===== config.mk =====
export PLATFORM = sky130hd
export DESIGN_NAME = dual_slot_sensor_debounce_lockout
export DESIGN_NICKNAME = d
export VERILOG_FILES = /design/src/rtl/core/dsdl_pkg.sv /design/src/rtl/core/dual_slot_sensor_debounce_lockout.sv /design/src/rtl/core/dsdl_slot_check.sv /design/src/rtl/core/dsdl_out_fifo.sv
export SDC_FILE = /design/constraint.sdc
export NUM_CORES = 1
export LEC_CHECK = 0
export BUFFER_PORTS_ARGS = -buffer_cell sky130_fd_sc_hd__buf_4
export CORE_ASPECT_RATIO = 0.9
export CORE_MARGIN = 5
export CORE_UTILIZATION = 45
export DETAILED_ROUTE_END_ITERATION = 8
export HOLD_SLACK_MARGIN = 0.05
export PLACE_DENSITY = 0.59
export SKIP_LAST_GASP = 1
export SYNTH_ARGS = -nofsm -noshare
export SYNTH_HDL_FRONTEND = slang
export SYNTH_SLANG_ARGS = --single-unit

===== constraint.sdc =====
create_clock -name clk -period 12.7 [get_ports clk]
set_clock_uncertainty 0.1 [all_clocks]
set_input_delay 1.27 -clock clk [delete_from_list [all_inputs] [get_ports clk]]
set_output_delay 1.27 -clock clk [all_outputs]
set_load 0.1 [all_outputs]

===== src/rtl/core/dsdl_pkg.sv =====
// Shared constants, command codes and types for the dual-slot sensor debounce block.
// Used by dsdl_slot_check, dsdl_out_fifo and the top level; depends on nothing.
package dsdl_pkg;

  localparam int NUM_PINS    = 6;
  localparam int COUNT_WIDTH = 16;
  localparam int PIN_IDX_W   = $clog2(NUM_PINS);

  // Configuration registers are 16 bits, decoded on word addresses.
  localparam int REG_W      = 16;
  localparam int CFG_AW     = 3;
  localparam int CFG_DW     = 32;
  localparam logic [REG_W-1:0] DEBOUNCE_RESET = 16'd5500;
  localparam logic [REG_W-1:0] LOCK_RESET     = 16'd20000;

  localparam int FIFO_DEPTH = 4;
  localparam int FIFO_AW    = $clog2(FIFO_DEPTH);
  localparam int FIFO_CW    = $clog2(FIFO_DEPTH + 1);

  typedef enum logic [1:0] {
    CMD_EDGE      = 2'd0,
    CMD_DB_TICK   = 2'd1,
    CMD_LOCK_TICK = 2'd2
  } cmd_t;

  typedef enum logic {
    REG_DEBOUNCE = 1'b0,
    REG_LOCK     = 1'b1
  } reg_idx_t;

  typedef struct packed {
    logic [PIN_IDX_W-1:0] pin_index;
    logic                 slot;
    logic                 last;
  } result_t;

  typedef struct packed {
    logic                 accept;
    logic [PIN_IDX_W-1:0] pin;
  } chk_t;

endpackage


===== src/rtl/core/dual_slot_sensor_debounce_lockout.sv =====
// Dual-slot sensor debouncer with per-pin lockout, top level.
// A result passes through the input register and the result queue before it can transfer out.
// Throughput: one input item per cycle; results leave one per cycle through a 4-entry
// queue unless out_stall is high; the input stalls while fewer than two entries are free.
// Reset (rst_n, synchronous): slots idle, no pin locked, delays back to 5500 and 20000.
// Uses dsdl_pkg, dsdl_slot_check and dsdl_out_fifo.
module dual_slot_sensor_debounce_lockout (
  input  logic                            clk,
  input  logic                            rst_n,
  input  logic                            in_valid,
  output logic                            in_stall,
  input  logic [1:0]                      in_cmd,
  input  logic [dsdl_pkg::NUM_PINS-1:0]   in_edge_flags,
  input  logic [dsdl_pkg::NUM_PINS-1:0]   in_pin_levels,
  output logic                            out_valid,
  input  logic                            out_stall,
  output logic [dsdl_pkg::PIN_IDX_W-1:0]  out_pin_index,
  output logic                            out_slot,
  output logic                            out_last,
  input  logic                            cfg_psel,
  input  logic                            cfg_penable,
  input  logic                            cfg_pwrite,
  input  logic [dsdl_pkg::CFG_AW-1:0]     cfg_paddr,
  input  logic [dsdl_pkg::CFG_DW-1:0]     cfg_pwdata,
  output logic [dsdl_pkg::CFG_DW-1:0]     cfg_prdata,
  output logic                            cfg_pready
);

  localparam int NP = dsdl_pkg::NUM_PINS;
  localparam int CW = dsdl_pkg::COUNT_WIDTH;

  // Configuration registers.
  logic [dsdl_pkg::REG_W-1:0] debounce_delay_r;
  logic [dsdl_pkg::REG_W-1:0] lock_delay_r;
  dsdl_pkg::reg_idx_t         cfg_idx;
  logic                       cfg_wr;

  // Input register.
  logic                       in_vld_r;
  dsdl_pkg::cmd_t             in_cmd_r;
  logic [NP-1:0]              in_edge_flags_r;
  logic [NP-1:0]              in_pin_levels_r;
  logic                       in_xfer;
  logic                       process;

  // Block state.
  logic                       next_slot_r, next_slot_nxt;
  logic [1:0]                 slot_active_r, slot_active_nxt;
  logic [NP-1:0]              slot_mask_r [2];
  logic [NP-1:0]              slot_mask_nxt [2];
  logic [CW-1:0]              slot_count_r [2];
  logic [CW-1:0]              slot_count_nxt [2];
  logic [NP-1:0]              locked_mask_r, locked_mask_nxt;
  logic [CW-1:0]              lock_count_r [NP];
  logic [CW-1:0]              lock_count_nxt [NP];

  logic [NP-1:0]              lock_nz;
  logic [NP-1:0]              cap;
  logic [1:0]                 fire;
  logic                       acc_a, acc_b;
  logic [NP-1:0]              lock_a_vec, lock_b_vec;
  logic [CW-1:0]              db_load, lock_load;
  dsdl_pkg::chk_t             chk_a, chk_b;

  // Result queue signals.
  logic [1:0]                 push_cnt;
  dsdl_pkg::result_t          push0, push1, head;
  logic [dsdl_pkg::FIFO_CW-1:0] fifo_free;
  logic                       pop;

  // ---------------------------------------------------------------------------
  // Configuration port
  // ---------------------------------------------------------------------------
  assign cfg_pready = 1'b1;
  assign cfg_idx    = dsdl_pkg::reg_idx_t'(cfg_paddr[dsdl_pkg::CFG_AW-1]);
  assign cfg_wr     = cfg_psel && cfg_penable && cfg_pwrite && cfg_pready;

  always_ff @(posedge clk) begin
    if (!rst_n) begin
      debounce_delay_r <= dsdl_pkg::DEBOUNCE_RESET;
      lock_delay_r     <= dsdl_pkg::LOCK_RESET;
    end else if (cfg_wr) begin
      case (cfg_idx)
        dsdl_pkg::REG_DEBOUNCE: debounce_delay_r <= cfg_pwdata[dsdl_pkg::REG_W-1:0];
        dsdl_pkg::REG_LOCK:     lock_delay_r     <= cfg_pwdata[dsdl_pkg::REG_W-1:0];
        default: ;
      endcase
    end
  end

  always_comb begin
    case (cfg_idx)
      dsdl_pkg::REG_DEBOUNCE: cfg_prdata = dsdl_pkg::CFG_DW'(debounce_delay_r);
      dsdl_pkg::REG_LOCK:     cfg_prdata = dsdl_pkg::CFG_DW'(lock_delay_r);
      default:                cfg_prdata = '0;
    endcase
  end

  // A delay of zero behaves as one.
  always_comb begin
    db_load   = CW'(debounce_delay_r);
    lock_load = CW'(lock_delay_r);
    if (db_load == '0) begin
      db_load = CW'(1);
    end
    if (lock_load == '0) begin
      lock_load = CW'(1);
    end
  end

  // ---------------------------------------------------------------------------
  // Input register: the held item is worked on once two queue entries are free.
  // ---------------------------------------------------------------------------
  assign process  = in_vld_r && (fifo_free >= dsdl_pkg::FIFO_CW'(2));
  assign in_stall = in_vld_r && !process;
  assign in_xfer  = in_valid && !in_stall;

  always_ff @(posedge clk) begin
    if (!rst_n) begin
      in_vld_r <= 1'b0;
    end else if (in_xfer) begin
      in_vld_r <= 1'b1;
    end else if (process) begin
      in_vld_r <= 1'b0;
    end
  end

  always_ff @(posedge clk) begin
    if (in_xfer) begin
      in_cmd_r        <= dsdl_pkg::cmd_t'(in_cmd);
      in_edge_flags_r <= in_edge_flags;
      in_pin_levels_r <= in_pin_levels;
    end
  end

  // ---------------------------------------------------------------------------
  // Slot checks: slot B sees the lock that slot A sets on the same tick.
  // ---------------------------------------------------------------------------
  always_comb begin
    for (int i = 0; i < NP; i++) begin
      lock_nz[i] = (lock_count_r[i] != '0);
    end
    for (int s = 0; s < 2; s++) begin
      fire[s] = process && (in_cmd_r == dsdl_pkg::CMD_DB_TICK) && slot_active_r[s] &&
                (slot_count_r[s] <= CW'(1));
    end
  end

  dsdl_slot_check u_check_a (
    .mask_i      (slot_mask_r[0]),
    .levels_i    (in_pin_levels_r),
    .locked_i    (locked_mask_r),
    .lock_idle_i (~lock_nz),
    .pick_high_i (1'b0),
    .chk_o       (chk_a)
  );

  assign acc_a      = fire[0] && chk_a.accept;
  assign lock_a_vec = acc_a ? (NP'(1) << chk_a.pin) : '0;

  dsdl_slot_check u_check_b (
    .mask_i      (slot_mask_r[1]),
    .levels_i    (in_pin_levels_r),
    .locked_i    (locked_mask_r | lock_a_vec),
    .lock_idle_i (~lock_nz & ~lock_a_vec),
    .pick_high_i (1'b1),
    .chk_o       (chk_b)
  );

  assign acc_b      = fire[1] && chk_b.accept;
  assign lock_b_vec = acc_b ? (NP'(1) << chk_b.pin) : '0;

  // ---------------------------------------------------------------------------
  // State update
  // ---------------------------------------------------------------------------
  assign cap = in_edge_flags_r & ~locked_mask_r;

  always_comb begin
    next_slot_nxt   = next_slot_r;
    slot_active_nxt = slot_active_r;
    locked_mask_nxt = locked_mask_r;
    for (int s = 0; s < 2; s++) begin
      slot_mask_nxt[s]  = slot_mask_r[s];
      slot_count_nxt[s] = slot_count_r[s];
    end
    for (int i = 0; i < NP; i++) begin
      lock_count_nxt[i] = lock_count_r[i];
    end

    if (process) begin
      case (in_cmd_r)
        dsdl_pkg::CMD_EDGE: begin
          // A capture onto a busy slot restarts it.
          if (cap != '0) begin
            next_slot_nxt                 = ~next_slot_r;
            slot_mask_nxt[next_slot_r]    = cap;
            slot_count_nxt[next_slot_r]   = db_load;
            slot_active_nxt[next_slot_r]  = 1'b1;
          end
        end
        dsdl_pkg::CMD_DB_TICK: begin
          for (int s = 0; s < 2; s++) begin
            if (fire[s]) begin
              slot_count_nxt[s]  = '0;
              slot_active_nxt[s] = 1'b0;
            end else if (slot_active_r[s]) begin
              slot_count_nxt[s] = slot_count_r[s] - CW'(1);
            end
          end
          if (acc_a) begin
            slot_mask_nxt[0] = '0;
          end
          if (acc_b) begin
            slot_mask_nxt[1] = '0;
          end
          locked_mask_nxt = locked_mask_r | lock_a_vec | lock_b_vec;
          for (int i = 0; i < NP; i++) begin
            if (lock_a_vec[i] || lock_b_vec[i]) begin
              lock_count_nxt[i] = lock_load;
            end
          end
        end
        dsdl_pkg::CMD_LOCK_TICK: begin
          for (int i = 0; i < NP; i++) begin
            if (lock_count_r[i] == CW'(1)) begin
              lock_count_nxt[i]  = '0;
              locked_mask_nxt[i] = 1'b0;
            end else if (lock_nz[i]) begin
              lock_count_nxt[i] = lock_count_r[i] - CW'(1);
            end
          end
        end
        default: ;
      endcase
    end
  end

  always_ff @(posedge clk) begin
    if (!rst_n) begin
      next_slot_r   <= 1'b0;
      slot_active_r <= '0;
      locked_mask_r <= '0;
      for (int s = 0; s < 2; s++) begin
        slot_mask_r[s]  <= '0;
        slot_count_r[s] <= '0;
      end
      for (int i = 0; i < NP; i++) begin
        lock_count_r[i] <= '0;
      end
    end else begin
      next_slot_r   <= next_slot_nxt;
      slot_active_r <= slot_active_nxt;
      locked_mask_r <= locked_mask_nxt;
      for (int s = 0; s < 2; s++) begin
        slot_mask_r[s]  <= slot_mask_nxt[s];
        slot_count_r[s] <= slot_count_nxt[s];
      end
      for (int i = 0; i < NP; i++) begin
        lock_count_r[i] <= lock_count_nxt[i];
      end
    end
  end

  // ---------------------------------------------------------------------------
  // Results: slot A first, the final result of a tick carries last.
  // ---------------------------------------------------------------------------
  always_comb begin
    push_cnt = {1'b0, acc_a} + {1'b0, acc_b};

    push0.pin_index = acc_a ? chk_a.pin : chk_b.pin;
    push0.slot      = !acc_a;
    push0.last      = !(acc_a && acc_b);

    push1.pin_index = chk_b.pin;
    push1.slot      = 1'b1;
    push1.last      = 1'b1;
  end

  dsdl_out_fifo u_out_fifo (
    .clk        (clk),
    .rst_n      (rst_n),
    .push_cnt_i (push_cnt),
    .push0_i    (push0),
    .push1_i    (push1),
    .free_o     (fifo_free),
    .vld_o      (out_valid),
    .data_o     (head),
    .pop_i      (pop)
  );

  assign pop           = out_valid && !out_stall;
  assign out_pin_index = head.pin_index;
  assign out_slot      = head.slot;
  assign out_last      = head.last;

  // ---------------------------------------------------------------------------
  // Assertions
  // ---------------------------------------------------------------------------
  a_lock_mask_matches_counts: assert property (
    @(posedge clk) disable iff (!rst_n) locked_mask_r == lock_nz
  ) else $error("locked mask disagrees with lockout counters");

  a_active_slot_has_mask: assert property (
    @(posedge clk) disable iff (!rst_n)
      (slot_active_r[0] |-> slot_mask_r[0] != '0) and
      (slot_active_r[1] |-> slot_mask_r[1] != '0)
  ) else $error("active debounce slot holds an empty mask");

  a_two_results_distinct_pins: assert property (
    @(posedge clk) disable iff (!rst_n)
      (push_cnt == 2'd2) |-> (push0.pin_index != push1.pin_index)
  ) else $error("both slots confirmed the same pin on one tick");

  a_stall_needs_held_item: assert property (
    @(posedge clk) disable iff (!rst_n)
      (in_stall && in_vld_r) |=> in_vld_r
  ) else $error("held input item lost while the input side was stalled");

endmodule


===== src/rtl/core/dsdl_slot_check.sv =====
// Expiry check of one debounce slot: level and lock tests plus the pin pick.
// Uses dsdl_pkg for widths and the chk_t result struct.
module dsdl_slot_check (
  input  logic [dsdl_pkg::NUM_PINS-1:0] mask_i,
  input  logic [dsdl_pkg::NUM_PINS-1:0] levels_i,
  input  logic [dsdl_pkg::NUM_PINS-1:0] locked_i,
  input  logic [dsdl_pkg::NUM_PINS-1:0] lock_idle_i,
  input  logic                          pick_high_i,
  output dsdl_pkg::chk_t                chk_o
);

  logic [dsdl_pkg::PIN_IDX_W-1:0] pin_lo;
  logic [dsdl_pkg::PIN_IDX_W-1:0] pin_hi;
  logic [dsdl_pkg::PIN_IDX_W-1:0] pin;

  // Priority encoders: the last hit in each loop wins.
  always_comb begin
    pin_lo = '0;
    pin_hi = '0;
    for (int i = dsdl_pkg::NUM_PINS - 1; i >= 0; i--) begin
      if (mask_i[i]) begin
        pin_lo = dsdl_pkg::PIN_IDX_W'(i);
      end
    end
    for (int i = 0; i < dsdl_pkg::NUM_PINS; i++) begin
      if (mask_i[i]) begin
        pin_hi = dsdl_pkg::PIN_IDX_W'(i);
      end
    end
  end

  assign pin          = pick_high_i ? pin_hi : pin_lo;
  assign chk_o.pin    = pin;
  assign chk_o.accept = ((levels_i & mask_i) != '0) && ((mask_i & locked_i) == '0) &&
                        lock_idle_i[pin];

endmodule


===== src/rtl/core/dsdl_out_fifo.sv =====
// Result queue: takes up to two results per cycle, hands out one per cycle when popped.
// Uses dsdl_pkg for the result_t entry type and the queue depth.
module dsdl_out_fifo (
  input  logic                           clk,
  input  logic                           rst_n,
  input  logic [1:0]                     push_cnt_i,
  input  dsdl_pkg::result_t              push0_i,
  input  dsdl_pkg::result_t              push1_i,
  output logic [dsdl_pkg::FIFO_CW-1:0]   free_o,
  output logic                           vld_o,
  output dsdl_pkg::result_t              data_o,
  input  logic                           pop_i
);

  dsdl_pkg::result_t                mem [dsdl_pkg::FIFO_DEPTH];
  logic [dsdl_pkg::FIFO_AW-1:0]     wr_ptr_r, wr_ptr_nxt;
  logic [dsdl_pkg::FIFO_AW-1:0]     rd_ptr_r, rd_ptr_nxt;
  logic [dsdl_pkg::FIFO_CW-1:0]     cnt_r, cnt_nxt;
  logic [dsdl_pkg::FIFO_AW-1:0]     wr_ptr_p1;

  assign wr_ptr_p1 = wr_ptr_r + dsdl_pkg::FIFO_AW'(1);

  always_comb begin
    wr_ptr_nxt = wr_ptr_r + dsdl_pkg::FIFO_AW'(push_cnt_i);
    rd_ptr_nxt = rd_ptr_r + dsdl_pkg::FIFO_AW'(pop_i);
    cnt_nxt    = cnt_r + dsdl_pkg::FIFO_CW'(push_cnt_i) - dsdl_pkg::FIFO_CW'(pop_i);
  end

  always_ff @(posedge clk) begin
    if (!rst_n) begin
      wr_ptr_r <= '0;
      rd_ptr_r <= '0;
      cnt_r    <= '0;
    end else begin
      wr_ptr_r <= wr_ptr_nxt;
      rd_ptr_r <= rd_ptr_nxt;
      cnt_r    <= cnt_nxt;
    end
  end

  always_ff @(posedge clk) begin
    if (push_cnt_i != 2'd0) begin
      mem[wr_ptr_r] <= push0_i;
    end
    if (push_cnt_i == 2'd2) begin
      mem[wr_ptr_p1] <= push1_i;
    end
  end

  assign vld_o  = (cnt_r != '0);
  assign data_o = mem[rd_ptr_r];
  assign free_o = dsdl_pkg::FIFO_CW'(dsdl_pkg::FIFO_DEPTH) - cnt_r;

endmodule

==> flow_metrics.tcl, run 1 <==
set metrics [dict create \
    status "complete, no violations" \
    p_clk_share_pct 26.8 \
    cp_max_fo 15 \
    die_x_um 196 \
    drive_above_1_share_pct 12.4 \
    synth-seq-cells 223 \
    cts_tree "done" \
    avgSynthCellArea_um2 7.94 \
    grt_max_degree 90 \
    swShare_pct 43.9 \
    layout.nets 1843 \
    final_common_cell "nand2_1" \
    cts.sinks 223 \
    grt_pass1_wl_mm 71.8 \
    internal_power_uw 1690 \
    rsz0062_at_grt "false" \
    tns_ns 0 \
    critPathLaunchType "flop" \
    path_buf_inv 2 \
    netlist_instances 1756 \
    clockBufferDepth 3 \
    crit_type "flop to flop" \
    worstPathArrival_ns 5.22 \
    wl_met1_mm 20.7 \
    combPwrFrac_pct 43.9 \
    cts_hold_buf 0 \
    core_area_mm2 0.0308 \
    clk_latency_ns 0.55 \
    crit_slowest_cell "o21ai_0" \
    ant_nets 0 \
    grt_pass1_vias 12891 \
    cts_buffers 27 \
    end_kind "flop" \
    cts_root_buf "clkbuf_16" \
    placed_area_mm2 0.0145 \
    overflow 0 \
    fillers 2953 \
    antenna_found_initial 2 \
    ys_warn_count 0 \
    first_pass_iters 6 \
    cts-resized-gates 0 \
    ys_top_cells_by_area "dfxtp_1 (28%), nand2_1 (5.7%), edfxtp_1 (5.6%), o21ai_0 (4.6%), a21oi_1 (4.3%)" \
    cts_max_level 1 \
    required_ns 13.00 \
    finalSetupViolCount 0 \
    hp-class "flop to flop" \
    portBuffers 60 \
    synth_edf_count 26 \
    fin_crit_sh_pct 38.7 \
    design_area_mm2 0.0154 \
    dieHeight_um 177 \
    pwr-share-seq_pct 29.3 \
    row_count 61 \
    synth.yosys.seq_area_share_pct 33.9 \
    ioPinCount 96 \
    dpl.hpwl_mm 30.9 \
    p_switching_uw 1320 \
    drc 0 \
    vias 13589 \
    highest_layer "met4" \
    slew_violations 0 \
    period_minus_slack_ns 4.91 \
    tightest_slew_ns 1.34 \
    routedWlPerCell_um 20.6 \
    cp_top_family "simple AND/OR/NAND/NOR gates" \
    track_usage_pct 25.2 \
    crit_path_cell_trace "or3_1 > nor4_4 > nand3_1 > o21ai_0 > a211oi_4 > o211ai_1 > or3_1 > inv_1 > ha_1 > inv_1 > ha_1 > fa_1 > xnor2_1 > xnor2_1 > nor2_1" \
    wl_met3_mm 3.41 \
    routed_wl_mm 45.0 \
    fmax_mhz 203 \
    path_clk_slew_ns 0.06 \
    yosysUniqueCellTypes 103 \
    netlist_area_mm2 0.0139 \
    p_leak_uw 0.00552 \
    ys.flop_type "dfxtp_1" \
    hold_viol_final 0 \
    ir_drop_uv 128 \
    critPathMaxStageDelay_ns 0.68 \
    yosysTopAreaCellShare_pct 28.3 \
    synthArstFlopShare_pct 0 \
    routed_via_density 6.23 \
    wl_met2_mm 19.8 \
    synth_top_cell_by_area "dfxtp_1" \
    area_growth_pct 10.5 \
    first_iter_violations 1348 \
    dieArea_mm2 0.0346 \
    gp_congestion 0.956 \
    timing.slew.headroom_pct 10.4 \
    post_cts_buffers 0 \
    mostFrequentLayoutCells "nand2_1 (211), dfxtp_1 (197), nor2_1 (156), o21ai_0 (128), a21oi_1 (121)" \
    power_density_mw_per_mm2 196 \
    cap_viol_max_count 0 \
    start_util_pct 45.3 \
]
final timing paths:
kind | startpoint | end | cells after the start | slack (ns)
worst max-delay path | lock_count_r[4][2] | u_out_fifo.cnt_r[2] | 15 | 7.79
worst min register to register | slot_count_r[0][28] | slot_count_r[0][28] | 2 | 0.37
worst min-delay path | slot_count_r[0][28] | slot_count_r[0][28] | 2 | 0.37
worst max register to register | lock_count_r[4][2] | u_out_fifo.cnt_r[2] | 15 | 7.79
cell families (layout without fill, tap and decap cells):
logic type      count (synthesis)  after routing  share of synthesized area, %
simple gates                  691            691                          25.0
compound gates                587            587                          28.5
flops                         223            223                          33.9
buf+inv                       176            177                          5.76
fa+ha+maj                      36             36                          3.29
mux                            26             26                          2.62
xor+xnor                       15             15                         0.943
other cells                     2             18                        0.0539
layout make-up:
type                       instances  area (um^2)  share of cell area [%]
multi-input combinational       1372         8460                    55.0
clock buffer                      29          704                    4.57
antenna                            1         2.50                  0.0163
timing repair buffer              78          586                    3.80
inverter                          49          185                    1.20
sequential                       223         4720                    30.7
tap                              409          512                    3.32
clock inverter                    21          220                    1.43
sequential cells by signal, indices dropped and copies added (netlist names), 3 cells and up:
name and cells:
debounce_delay_r 16, in_edge_flags_r 6, in_pin_levels_r 6, lock_count_r 96, lock_delay_r 16, locked_mask_r 6
slot_count_r 32, slot_mask_r 12, u_out_fifo.cnt_r 3, u_out_fifo.mem 20
synth_stat cells, types with 12 or more instances:
cell,number
dfxtp_1,197
nor4_1,33
a22oi_1,20
nand2_1,211
nand2b_1,16
nor2_1,156
nor3_1,84
nor2b_1,19
clkbuf_1,79
o31ai_1,17
buf_4,22
mux2_2,16
nand4_1,14
edfxtp_1,26
ha_1,35
a211oi_1,12
nand3_1,51
o21ai_1,39
o311ai_1,12
o21ai_0,129
o211ai_1,36
o41ai_1,16
o22ai_1,14
inv_1,46
o311ai_0,23
a31oi_1,43
and2_1,13
a21oi_1,121
or3_1,17
worst register-to-register path: cells and delay by family (launching register included):
kind                       cells  cell delay, ns
AOI/OAI and AO/OA              3            1.08
adders and majority gates      3            0.97
DFF                            1            0.35
buffers and inverters          2            0.28
xor gates and xnor gates       2            0.34
and+or+nand+nor                5            1.65
power by group through the flow:
| stage | Clock (uW) | Combinational [uW] | Sequential, uW |
|---|---|---|---|
| after floorplan | 0 | 1040 | 859 |
| after global placement | 0 | 1290 | 893 |
| after detailed placement | 0 | 1300 | 894 |
| after CTS | 823 | 1310 | 880 |
| after global routing | 853 | 1460 | 895 |
| final | 808 | 1320 | 883 |
metrics by stage:
stage / util [%] / setup slack [ns] / cells / power (uW) / hold WS, ns
6_report: 50.1 / 7.79 / 2182 / 3010 / 0.371
5_1_grt: 50.1 / 7.44 / 2182 / 3200 / 0.396
4_1_cts: 50.1 / 7.86 / 2181 / 3010 / 0.374
3_5_place_dp: 47.0 / 7.89 / 2131 / 2190 / 0.364
3_3_place_gp: 47.0 / 7.96 / 2131 / 2180 / 0.362
2_1_floorplan: - / 8.47 / 1771 / 1900 / 0.343
routing by layer:
metal | global-route usage [%] | vias to the layer above
met3 | 4.83 | 95
li1 | - | 6529
met1 | 36.2 | 6450
met4 | 7.24 | 0
met5 | 0 | -
met2 | 38.8 | 515
No activity file was read; power rests on OpenSTA's default activity.
==> run 2: changes to the inputs <==
--- a/config.mk
+++ b/config.mk
@@ -5,6 +5,7 @@
 export SDC_FILE = /design/constraint.sdc
 export NUM_CORES = 1
 export LEC_CHECK = 0
+export ABC_AREA = 1
 export BUFFER_PORTS_ARGS = -buffer_cell sky130_fd_sc_hd__buf_4
 export CORE_ASPECT_RATIO = 0.9
 export CORE_MARGIN = 5
==> constraint.sdc (replaced) <==
create_clock -name clk -period 4.8 [get_ports clk]
set_clock_uncertainty 0.1 [all_clocks]
set_input_delay 0.48 -clock clk [delete_from_list [all_inputs] [get_ports clk]]
set_output_delay 0.48 -clock clk [all_outputs]
set_load 0.1 [all_outputs]
==> run 2 against run 1 <==
  * Area after synthesis decreased by 3.0%
  * Hold slack got worse by 0.29 ns
  * Sequential power increased to 2.8 times the previous value
  * Synthesized cell count increased by 13%
  * Sequential cell count unchanged
  * Total power increased to 3.0 times the previous value
  * Combinational power increased to 3.4 times the previous value
  * Cell count increased by 12%
==> flow_metrics.tcl, run 2 <==
set metrics [dict create \
    cap_viol_max_count 0 \
    track_usage_pct 22.9 \
    start_util_pct 45.5 \
    rrSetupSlack_ns 0.62 \
    clk_latency_ns 0.55 \
    overflow 0 \
    grt_max_degree 85 \
    p_clk_share_pct 23.8 \
    cts_buffers 27 \
    netlist_instances 1978 \
    cp_max_fo 13 \
    synth.yosys.seq_area_share_pct 35.0 \
    period_minus_slack_ns 4.18 \
    placed_area_mm2 0.0141 \
    cts_max_level 1 \
    dieHeight_um 174 \
    final_common_cell "nor2_1" \
    antenna_found_initial 0 \
    fmax_mhz 239 \
    first_iter_violations 928 \
    ys.flop_type "dfxtp_1" \
    critPathLaunchType "flop" \
    row_count 60 \
    netlist_area_mm2 0.0135 \
    ys_top_cells_by_area "dfxtp_1 (29%), nor2_1 (9.8%), nand2_1 (9.3%), a21oi_1 (7.4%), edfxtp_1 (5.8%)" \
    cp_common_cell "inv_1" \
    required_ns 5.09 \
    cts_root_buf "clkbuf_16" \
    fin_crit_sh_pct 87.1 \
    synth_mux_area_share_pct 0 \
    drc 0 \
    timing.slew.headroom_pct 17.1 \
    ioPinCount 96 \
    avgSynthCellArea_um2 6.83 \
    place_inst 2374 \
    combPwrFrac_pct 49.2 \
    routed_via_density 5.31 \
    rr_worst_depth 21 \
    area_growth_pct 12.6 \
    antenna_cells 0 \
    tns_ns 0 \
    critPathMaxStageDelay_ns 0.50 \
    gp_congestion 0.896 \
    grt_pass1_wl_mm 63.2 \
    hold_viol_final 0 \
    dp_slack_ns 0.613 \
    yosysTopAreaCellShare_pct 29.2 \
    internal_power_uw 5120 \
    design_area_mm2 0.0152 \
    cts_tree "done" \
    power_density_mw_per_mm2 604 \
    routedWlPerCell_um 16.1 \
    dpl.hpwl_mm 26.9 \
    p_switching_uw 4070 \
    status "complete, no violations" \
    first_pass_iters 8 \
    whs_ns 0.0841 \
    vias 12959 \
    routed_wl_mm 39.4 \
    core_area_mm2 0.0297 \
    pwr-share-seq_pct 26.9 \
    grt_pass1_vias 11840 \
    rsz0062_at_grt "false" \
    synth_edf_count 26 \
    cts-resized-gates 0 \
    die_x_um 193 \
    ir_drop_uv 345 \
    crit_type "flop to flop" \
    slew_violations 0 \
    tightest_slew_ns 1.24 \
    drive_above_1_share_pct 8.89 \
    synthArstFlopShare_pct 0 \
    layout.nets 2108 \
    swShare_pct 44.3 \
    synth_compound_area_share_pct 17.5 \
    cts.sinks 223 \
    synth_top_cell_by_area "dfxtp_1" \
    worstPathArrival_ns 4.47 \
    instances_no_fill 2439 \
    clockBufferDepth 3 \
    fin_ws_ns 0.620 \
    synth_fa_ha_area_share_pct 3.39 \
    ys_warn_count 0 \
    synthSimpleGateAreaFrac_pct 28.7 \
    ant_nets 0 \
    largest_register "lock_count_r" \
    min_path_cells 3 \
    crit_path_cell_trace "inv_1 > ha_1 > inv_2 > nor2_4 > inv_2 > nor3_1 > o2111ai_1 > a21oi_1 > nand2_1 > nor2_1 > nand3_2 > nor2_8 > nand2_2 > inv_1 > ha_1 > inv_1 > ha_1 > fa_1 > xor2_1 > inv_1 > nor2_1" \
    mostFrequentLayoutCells "nor2_1 (352), nand2_1 (334), dfxtp_1 (197), a21oi_1 (196), inv_1 (173)" \
    post_cts_buffers 0 \
    hp-class "primary input to flop" \
    yosysUniqueCellTypes 51 \
    finalSetupViolCount 0 \
    p_leak_uw 0.00687 \
    largestRegisters "lock_count_r (96), slot_count_r (32), u_out_fifo.mem (20)" \
    cp.depth 21 \
    path_buf_inv 6 \
    synth_top_family_by_area "simple AND/OR/NAND/NOR gates" \
    synth_most_common_cell "nor2_1" \
    cp_top_family "adder cells" \
    synth_xor_area_share_pct 6.29 \
    path_clk_slew_ns 0.06 \
    synth-seq-cells 223 \
    end_kind "flop" \
    portBuffers 60 \
    synth_commonest_cells "nor2_1 (352), nand2_1 (334), a21oi_1 (200), dfxtp_1 (197), inv_1 (173)" \
    largest_reg_flops 96 \
    dieArea_mm2 0.0336 \
    crit_slowest_cell "ha_1" \
]
-- run 2: layout make-up --
class,count,area [um^2]
sequential,223,4720
clock buffer,33,738
fill,3039,14500
multi-input combinational,1482,7620
timing repair buffer,86,686
clock inverter,16,208
tap,403,504
inverter,196,736
-- run 2: worst min-delay path, cell delays in order --
cell and delay [ns]:
buf_4 0.09, nor2_1 0.04, nor2_1 0.08
-- run 2: path summary, 6_finish.rpt --
kind	from	endpoint
setup reg to reg	in_cmd_r[1]	u_out_fifo.cnt_r[2]
setup / recovery	in_cmd_r[1]	u_out_fifo.cnt_r[2]
hold reg to reg	locked_mask_r[5]	locked_mask_r[5]
hold / removal	cfg_pwdata[0]	lock_delay_r[0]
-- run 2: cell families after synthesis --
logic type	Yosys count
and+or+nand+nor	899
AOI/OAI and AO/OA	433
buffers and inverters	288
DFF	223
xor gates and xnor gates	97
adders and majority gates	36
other	2
-- run 2: timing repair --
action	in CTS	in global routing
endpoints found under the setup margin	0	0
hold buffers	16	0
hold endpoints to repair	16	0
-- run 2: per-stage QoR --
| step | utilization [%] | power (uW) |
|---|---|---|
| floorplan | - | 6120 |
| global placement | 47.5 | 6930 |
| detailed placement | 47.5 | 6980 |
| CTS | 51.2 | 9230 |
| global route | 51.2 | 9950 |
| finish | 51.2 | 9190 |
-- run 2: power groups by stage --
stage / logic [uW] / clock network, uW / registers (uW)
floorplan: 3700 / 0 / 2420
global route: 5110 / 2320 / 2520
global placement: 4430 / 0 / 2500
finish: 4530 / 2190 / 2470
CTS: 4520 / 2250 / 2470
detailed placement: 4480 / 0 / 2500
-- run 2: routing by layer --
metal,routed length (um),vias up,global-route usage [%],part of all wire (%)
li1,-,6585,-,-
met1,18800,5996,33.0,48
met2,17400,318,36.2,44
met3,2160,60,3.39,5.5
met4,1020,0,5.41,2.6
met5,0,-,0,0
